<file path="src/rtl/core/extendible_hash_directory_macros.svh">
// ----------------------------------------------------------------------------
// Assertion macros for the extendible hash directory
// Short forms for the concurrent checks used in the RTL modules.
// ----------------------------------------------------------------------------
`ifndef EXTENDIBLE_HASH_DIRECTORY_MACROS_SVH
`define EXTENDIBLE_HASH_DIRECTORY_MACROS_SVH

// Condition that must hold at every clock edge outside reset
`define EHD_ASSERT_ALWAYS(label, clk, rst, cond, msg) \
   label: assert property (@(posedge clk) disable iff (rst) (cond)) \
      else $error(msg);

// Same-cycle implication
`define EHD_ASSERT_IMPL(label, clk, rst, ante, cons, msg) \
   label: assert property (@(posedge clk) disable iff (rst) (ante) |-> (cons)) \
      else $error(msg);

`endif

</file>
<file path="src/rtl/core/ehd_pkg.sv">
// ----------------------------------------------------------------------------
// Extendible hash directory package
// Field widths, operation and status codes, sequencer steps and the
// microprogram that drives the directory datapath.
// ----------------------------------------------------------------------------
`default_nettype none

package ehd_pkg;

   // Default sizing
   localparam int EHD_MAX_DEPTH = 9;
   localparam int EHD_DIR_SLOTS = 512;

   // Fixed field widths of the request and response words
   localparam int OP_W   = 3;
   localparam int IDX_W  = 9;
   localparam int PAGE_W = 32;
   localparam int LD_W   = 4;
   localparam int ST_W   = 2;

   typedef enum logic [OP_W-1:0] {
      OP_LOOKUP = 3'd0,
      OP_SET    = 3'd1,
      OP_INCR   = 3'd2,
      OP_DECR   = 3'd3,
      OP_EXPAND = 3'd4,
      OP_SHRINK = 3'd5
   } op_type;

   typedef enum logic [ST_W-1:0] {
      ST_OK       = 2'd0,
      ST_FULL     = 2'd1,
      ST_NOSHRINK = 2'd2,
      ST_RANGE    = 2'd3
   } status_type;

   // Sequencer steps (microprogram addresses)
   typedef enum logic [3:0] {
      S_IDLE = 4'd0,
      S_MOD  = 4'd1,
      S_EXP  = 4'd2,
      S_CPR  = 4'd3,
      S_CPW  = 4'd4,
      S_EXE  = 4'd5,
      S_OUT  = 4'd6,
      S_FULL = 4'd7,
      S_SHK  = 4'd8,
      S_SWR  = 4'd9,
      S_SWC  = 4'd10,
      S_SHE  = 4'd11,
      S_NOSH = 4'd12
   } step_type;

   typedef enum logic [1:0] {RD_NONE, RD_IDX, RD_WALK} rd_type;
   typedef enum logic [1:0] {WR_NONE, WR_ENTRY, WR_COPY} wr_type;
   typedef enum logic [1:0] {WK_HOLD, WK_CLEAR, WK_EXP, WK_SHK} walk_type;
   typedef enum logic [1:0] {GD_HOLD, GD_INC, GD_DEC} gd_type;
   typedef enum logic [1:0] {RES_NONE, RES_ENTRY, RES_READ} res_type;
   typedef enum logic [1:0] {C_NEVER, C_FULL, C_NO_SHRINK, C_WALK_LAST} cond_type;

   // One control word of the microprogram
   typedef struct packed {
      rd_type     rd;
      wr_type     wr;
      walk_type   walk;
      gd_type     gd;
      logic       split;
      res_type    res;
      status_type res_status;
      cond_type   cond;
      step_type   jump;
      step_type   next;
      logic       dispatch;
   } ctrl_type;

   // Status flags from the datapath back to the sequencer
   typedef struct packed {
      logic full;
      logic no_shrink;
      logic walk_last;
      logic res_hold;
   } flags_type;

   localparam ctrl_type CTRL_NOP = '{
      rd: RD_NONE, wr: WR_NONE, walk: WK_HOLD, gd: GD_HOLD, split: 1'b0,
      res: RES_NONE, res_status: ST_OK, cond: C_NEVER, jump: S_IDLE,
      next: S_IDLE, dispatch: 1'b0
   };

   // Microprogram ROM
   function automatic ctrl_type control_word(input step_type step);
      ctrl_type w;
      w = CTRL_NOP;
      case (step)
         S_IDLE: begin
            w.rd       = RD_IDX;
            w.dispatch = 1'b1;
         end
         S_MOD: begin
            w.wr  = WR_ENTRY;
            w.res = RES_ENTRY;
         end
         S_EXP: begin
            w.walk = WK_CLEAR;
            w.cond = C_FULL;
            w.jump = S_FULL;
            w.next = S_CPR;
         end
         S_CPR: begin
            w.rd   = RD_WALK;
            w.next = S_CPW;
         end
         S_CPW: begin
            w.wr   = WR_COPY;
            w.walk = WK_EXP;
            w.cond = C_WALK_LAST;
            w.jump = S_EXE;
            w.next = S_CPR;
         end
         S_EXE: begin
            w.gd    = GD_INC;
            w.split = 1'b1;
            w.rd    = RD_IDX;
            w.next  = S_OUT;
         end
         S_OUT: begin
            w.res        = RES_READ;
            w.res_status = ST_OK;
         end
         S_FULL: begin
            w.res        = RES_READ;
            w.res_status = ST_FULL;
         end
         S_SHK: begin
            w.walk = WK_CLEAR;
            w.cond = C_NO_SHRINK;
            w.jump = S_NOSH;
            w.next = S_SWR;
         end
         S_SWR: begin
            w.rd   = RD_WALK;
            w.next = S_SWC;
         end
         S_SWC: begin
            w.walk = WK_SHK;
            w.cond = C_WALK_LAST;
            w.jump = S_SHE;
            w.next = S_SWR;
         end
         S_SHE: begin
            w.gd   = GD_DEC;
            w.rd   = RD_IDX;
            w.next = S_OUT;
         end
         S_NOSH: begin
            w.res        = RES_READ;
            w.res_status = ST_NOSHRINK;
         end
         default: w = CTRL_NOP;
      endcase
      return w;
   endfunction

   // First step of each operation; unused selector codes act as lookup
   function automatic step_type dispatch_step(input logic [OP_W-1:0] op);
      step_type s;
      case (op_type'(op))
         OP_EXPAND: s = S_EXP;
         OP_SHRINK: s = S_SHK;
         default:   s = S_MOD;
      endcase
      return s;
   endfunction

endpackage

`default_nettype wire

</file>
<file path="src/rtl/core/ehd_sequencer.sv">
// ----------------------------------------------------------------------------
// Directory sequencer
// Step counter over the microprogram ROM: dispatch on the operation,
// conditional jumps on datapath flags, hold while the response is stalled.
// ----------------------------------------------------------------------------
`default_nettype none

module ehd_sequencer (
   input  wire logic                        clock,
   input  wire logic                        reset,
   input  wire logic                        req_valid,
   input  wire logic [ehd_pkg::OP_W-1:0]    req_operation,
   input  wire ehd_pkg::flags_type          flags,
   output logic                             req_stall,
   output logic                             accept,
   output ehd_pkg::ctrl_type                ctrl
);

   import ehd_pkg::*;

   step_type step_ff;
   step_type step_in;
   logic     take_jump;

   // control word for the current step
   always_comb begin
      ctrl      = control_word(step_ff);
      req_stall = !ctrl.dispatch;
      accept    = req_valid && ctrl.dispatch;
   end

   // jump condition
   always_comb begin
      case (ctrl.cond)
         C_FULL:      take_jump = flags.full;
         C_NO_SHRINK: take_jump = flags.no_shrink;
         C_WALK_LAST: take_jump = flags.walk_last;
         default:     take_jump = 1'b0;
      endcase
   end

   // next step
   always_comb begin
      if (ctrl.dispatch) begin
         step_in = accept ? dispatch_step(req_operation) : S_IDLE;
      end else if (flags.res_hold) begin
         step_in = step_ff;
      end else if (take_jump) begin
         step_in = ctrl.jump;
      end else begin
         step_in = ctrl.next;
      end
   end

   always_ff @(posedge clock) begin
      if (reset) begin
         step_ff <= S_IDLE;
      end else begin
         step_ff <= step_in;
      end
   end

endmodule

`default_nettype wire

</file>
<file path="config.mk">
export PLATFORM = sky130hd
export DESIGN_NAME = ehd_sequencer
export DESIGN_NICKNAME = d
export VERILOG_FILES = /design/src/rtl/core/extendible_hash_directory_macros.svh /design/src/rtl/core/ehd_pkg.sv /design/src/rtl/core/ehd_sequencer.sv
export SDC_FILE = /design/constraint.sdc
export NUM_CORES = 1
export LEC_CHECK = 0
export ABC_AREA = 1
export BUFFER_PORTS_ARGS = -buffer_cell sky130_fd_sc_hd__buf_2
export CORE_MARGIN = 3
export CORE_UTILIZATION = 34
export DETAILED_ROUTE_END_ITERATION = 6
export GPL_TIMING_DRIVEN = 0
export PLACE_DENSITY_LB_ADDON = 0.12
export SLEW_MARGIN = 20
export SYNTH_ARGS = -nofsm -noshare
export SYNTH_HDL_FRONTEND = slang
export SYNTH_SLANG_ARGS = --single-unit
export TNS_END_PERCENT = 1
</file>
<file path="constraint.sdc">
create_clock -name clock -period 1.4 [get_ports clock]
set_input_delay 0.14 -clock clock [delete_from_list [all_inputs] [get_ports clock]]
set_output_delay 0.14 -clock clock [all_outputs]
set_load 0.05 [all_outputs]
</file>
# Yosys cells after proc, flatten, opt, wreduce, memory -nomap -nowiden
# Cells that the tools add are included.
[totals]
in_bits = 10
reg_bits = 4
[op_classes]
n_mux = 16
n_eq_ne = 18
reduce_logical = 10
[ops]
columns = ["op", "count"]
rows = [
  ["case mux 6 bit (4 select lines)", 1],
  ["== test 4 bit, second input constant", 5],
  ["case mux 2 bit (2 select lines)", 5],
  ["case mux 4 bit (5 select lines)", 1],
  ["== test 4 x 3 -> 1 bit, second input constant", 4],
  ["two-way mux 4 bit", 4],
  ["OR reduction 2 bit", 5],
  ["== test 4 x 2 -> 1 bit, second input constant", 2],
  ["case mux 4 bit (2 select lines)", 1],
  ["== test 3 bit, second input constant", 2],
  ["case mux 2 bit (3 select lines)", 1],
  ["OR reduction 3 bit", 2],
  ["== test 2 bit, second input constant", 2],
  ["== test 4 x 1 -> 1 bit, second input constant", 1],
  ["zero test 4 bit", 1],
  ["case mux 1 bit (3 select lines)", 1],
  ["== test 2 x 1 -> 1 bit, second input constant", 1],
  ["two-way mux 1 bit", 2],
  ["inequality test 2 x 1 -> 1 bit, second input constant", 1],
  ["logical AND 1 bit", 1],
  ["zero test 1 bit", 1],
]

# Longest topological paths before layout
[logic_depth]
word_depth = 7
mapped_depth = 10
mapped_depth_nobuf = 10

# Least setup slack after synthesis
# Ideal clock, no wire load.
[synth_path]
path_kind = "register to output"
start = "register step_ff[0]"
end = "output ctrl[14] (netlist bit)"
path_buffers = 0
arrival_time_ns = 2.283
slack_ns = -1.023
path_stages_with_launch = 5
cell_sequence = "dfxtp_1 -> nor2_2 -> inv_1 -> nor3_1 -> o21bai_1"
[synth_lines]
columns = ["item", "line_no", "rtl"]
rows = [
  ["start, declared", "ehd_sequencer.sv:21", "step_type step_ff;"],
  ["start signal, assigned", "ehd_sequencer.sv:59", "step_ff <= step_in;"],
  ["end, declared", "ehd_sequencer.sv:16", "output ehd_pkg::ctrl_type ctrl"],
]

==> metrics <==
run status=complete, but fails checks; violated checks=negative setup slack; Hold Fails Final Rpt=0; Critical R2R Launch=step_ff[3]; root buf cell=clkbuf_4; Placed Area=792 sq um; Iter 0 DRT Violations=11; Largest regs=step_ff x4; row cnt=13; cells along the critical path=nor2_4 -> inv_2 -> nor3_4 -> o21bai_4 -> buf_8; H-Tree Depth=1; hold crit path type=input pin to flop; Worst Setup Start Kind=flop; endpoints failing setup=6; Critical Path Start=step_ff[1]; ANT cells=0; Residual DRC=0; sequential share of the synthesized area=15.3%; Clock Tree Buf Depth=2; Critical Path Stages=5; gpl congestion=0.766; clock latency on the worst-skew pair=240 ps; Filler cells=114; post-synth net total=105; worst reg2reg setup slack=60 ps; crit path DAT=1300 ps; FF+latch count, synth=4; most frequent cells in the layout=inv_1, buf_4, nand2_2; Pre-antenna DRT Iters=4; RSZ-0062 raised after global routing=true; Total GRT Usage=18.6%; worst slew pin tran=249 ps; fin crit share=103%; routed len/inst=10.8 microns; Crit. End Element=primary output; P&R area growth vs syn=95.9%; Via density=4.75; via count=722; RR Endpoint=step_ff[2]; Port-buffer cells=35; Setup crit end=ctrl[14]; mean area per synthesized cell=5.52 sq um; Die H=45.3 microns; # IOs=36; clock slew at reported path FFs=40 ps; mapped cell area=524 sq um; final worst slack=-43.6 ps; Finished Cell Area=1030 sq um; total CTS buffers=3; Register Area=95.1 sq um; Die W=45.3 microns; Syn. warnings=0; CP Class=flop to primary output; share of cells above drive strength 1=65.0%; WL final=1650 microns; FMAX=0.693 GHz; Clock Sinks=4; Post-Synthesis Cells=95; vias in the first global route=666; Slew Limit Fails=0; CP Max Fanout=6; Tmin final=1440 ps; Multi-input gate area=455 sq um; die area=2050 sq um; Slowest-stage cell, CP=dfxtp_4; Slew Limit Headroom=83.5%; CTS tree=yes; family with the most delay on the worst path=flip-flops; Reg with most FFs=step_ff; initial antenna violation count=0; first-pass GRT wire length=2840 microns; Largest register FFs=4; Max-Cap Viols=0; hpwl dp=1290 microns; Worst EP required=1260 ps; unique cell type count in the Yosys netlist=19; Worst Reg-to-Reg Cells=10; ANT nets after route=0; nets@finish=148; Buf/Inv on CP=2; Hold Buf Count CTS=0; Final Skew=11.9 ps; total core area=1370 sq um; grt ovf=0; CP max stage delay=370 ps; Initial Utilization=38.4%; largest net degree at the start of global routing=8
## synth_stat cells
cell,number,area [sq um]
o21ai_0,4,20.0
nand2_1,18,67.6
nand2_2,7,43.8
inv_2,4,15.0
a31oi_1,1,6.26
nand3_1,9,45.0
nor3_1,4,20.0
nor2_4,3,33.8
nor2_2,4,25.0
nand3b_1,1,7.51
a21oi_2,1,8.76
o21ai_1,1,5.00
inv_1,18,67.6
nor2_1,11,41.3
o21bai_1,1,7.51
buf_4,2,15.0
dfxtp_1,4,80.1
a21boi_1,1,7.51
o211ai_1,1,7.51
## worst register-to-register path, stage by stage, from the launching register on
cell,delay (ps)
dfxtp_4,390
inv_2,80
nor2_4,130
buf_4,120
nand2_1,60
nand2_2,100
nand2_2,70
nand2_1,80
nand2_1,50
nand3_1,90
a21oi_2,60
## timing repair
item	4_1_cts	5_1_grt
pin swaps	3	4
endpoints found under the setup margin	25	25
gates resized for setup	43	29
setup buffers	1	2
## logic make-up after synthesis
family,after synthesis,synth area share [%]
buf+inv,24,18.6
compound gates,10,11.9
simple gates,57,54.2
flops,4,15.3
## per-layer routing
layer  global-route usage, %  wire length, microns  up-vias
met3                    3.59                    88        0
met2                    33.3                   922       23
li1                        -                     -      377
met4                    5.26                     0        0
met5                       0                     0        -
met1                    22.0                   638      322
## worst min-delay path by stage
stage,start,endpoint,slack [ps],cells after the start
global placement,reset,step_ff[2],320,2
global route,reset,step_ff[2],60,2
CTS,reset,step_ff[2],70,2
finish,reset,step_ff[2],80,2
floorplan,reset,step_ff[2],200,1
detailed placement,reset,step_ff[2],320,2
## final cells by class
class	count	share of cell area, %
plain buffers	2	1.46
clock buffers	4	2.56
inverters	22	8.53
multi-input cells	67	44.3
flip-flops and latches	4	9.26
well taps	15	1.83
repair buffers	38	32.0
## per-stage QoR
step | util, % | setup WS (ps) | cells | hold slack [ps] | TNS (ps)
finish | 75.2 | -43.6 | 152 | 79.1 | -153
global route | 75.2 | -121 | 152 | 61.7 | -1180
CTS | 69.5 | -68.2 | 150 | 72.3 | -291
detailed placement | 58.0 | -77.3 | 145 | 322 | -154
global placement | 58.0 | -77.5 | 145 | 317 | -137
floorplan | - | -163 | 95 | 202 | -904
Power is not shown: default switching activity piles up to over one toggle a cycle in this logic, so the estimate is an artifact.
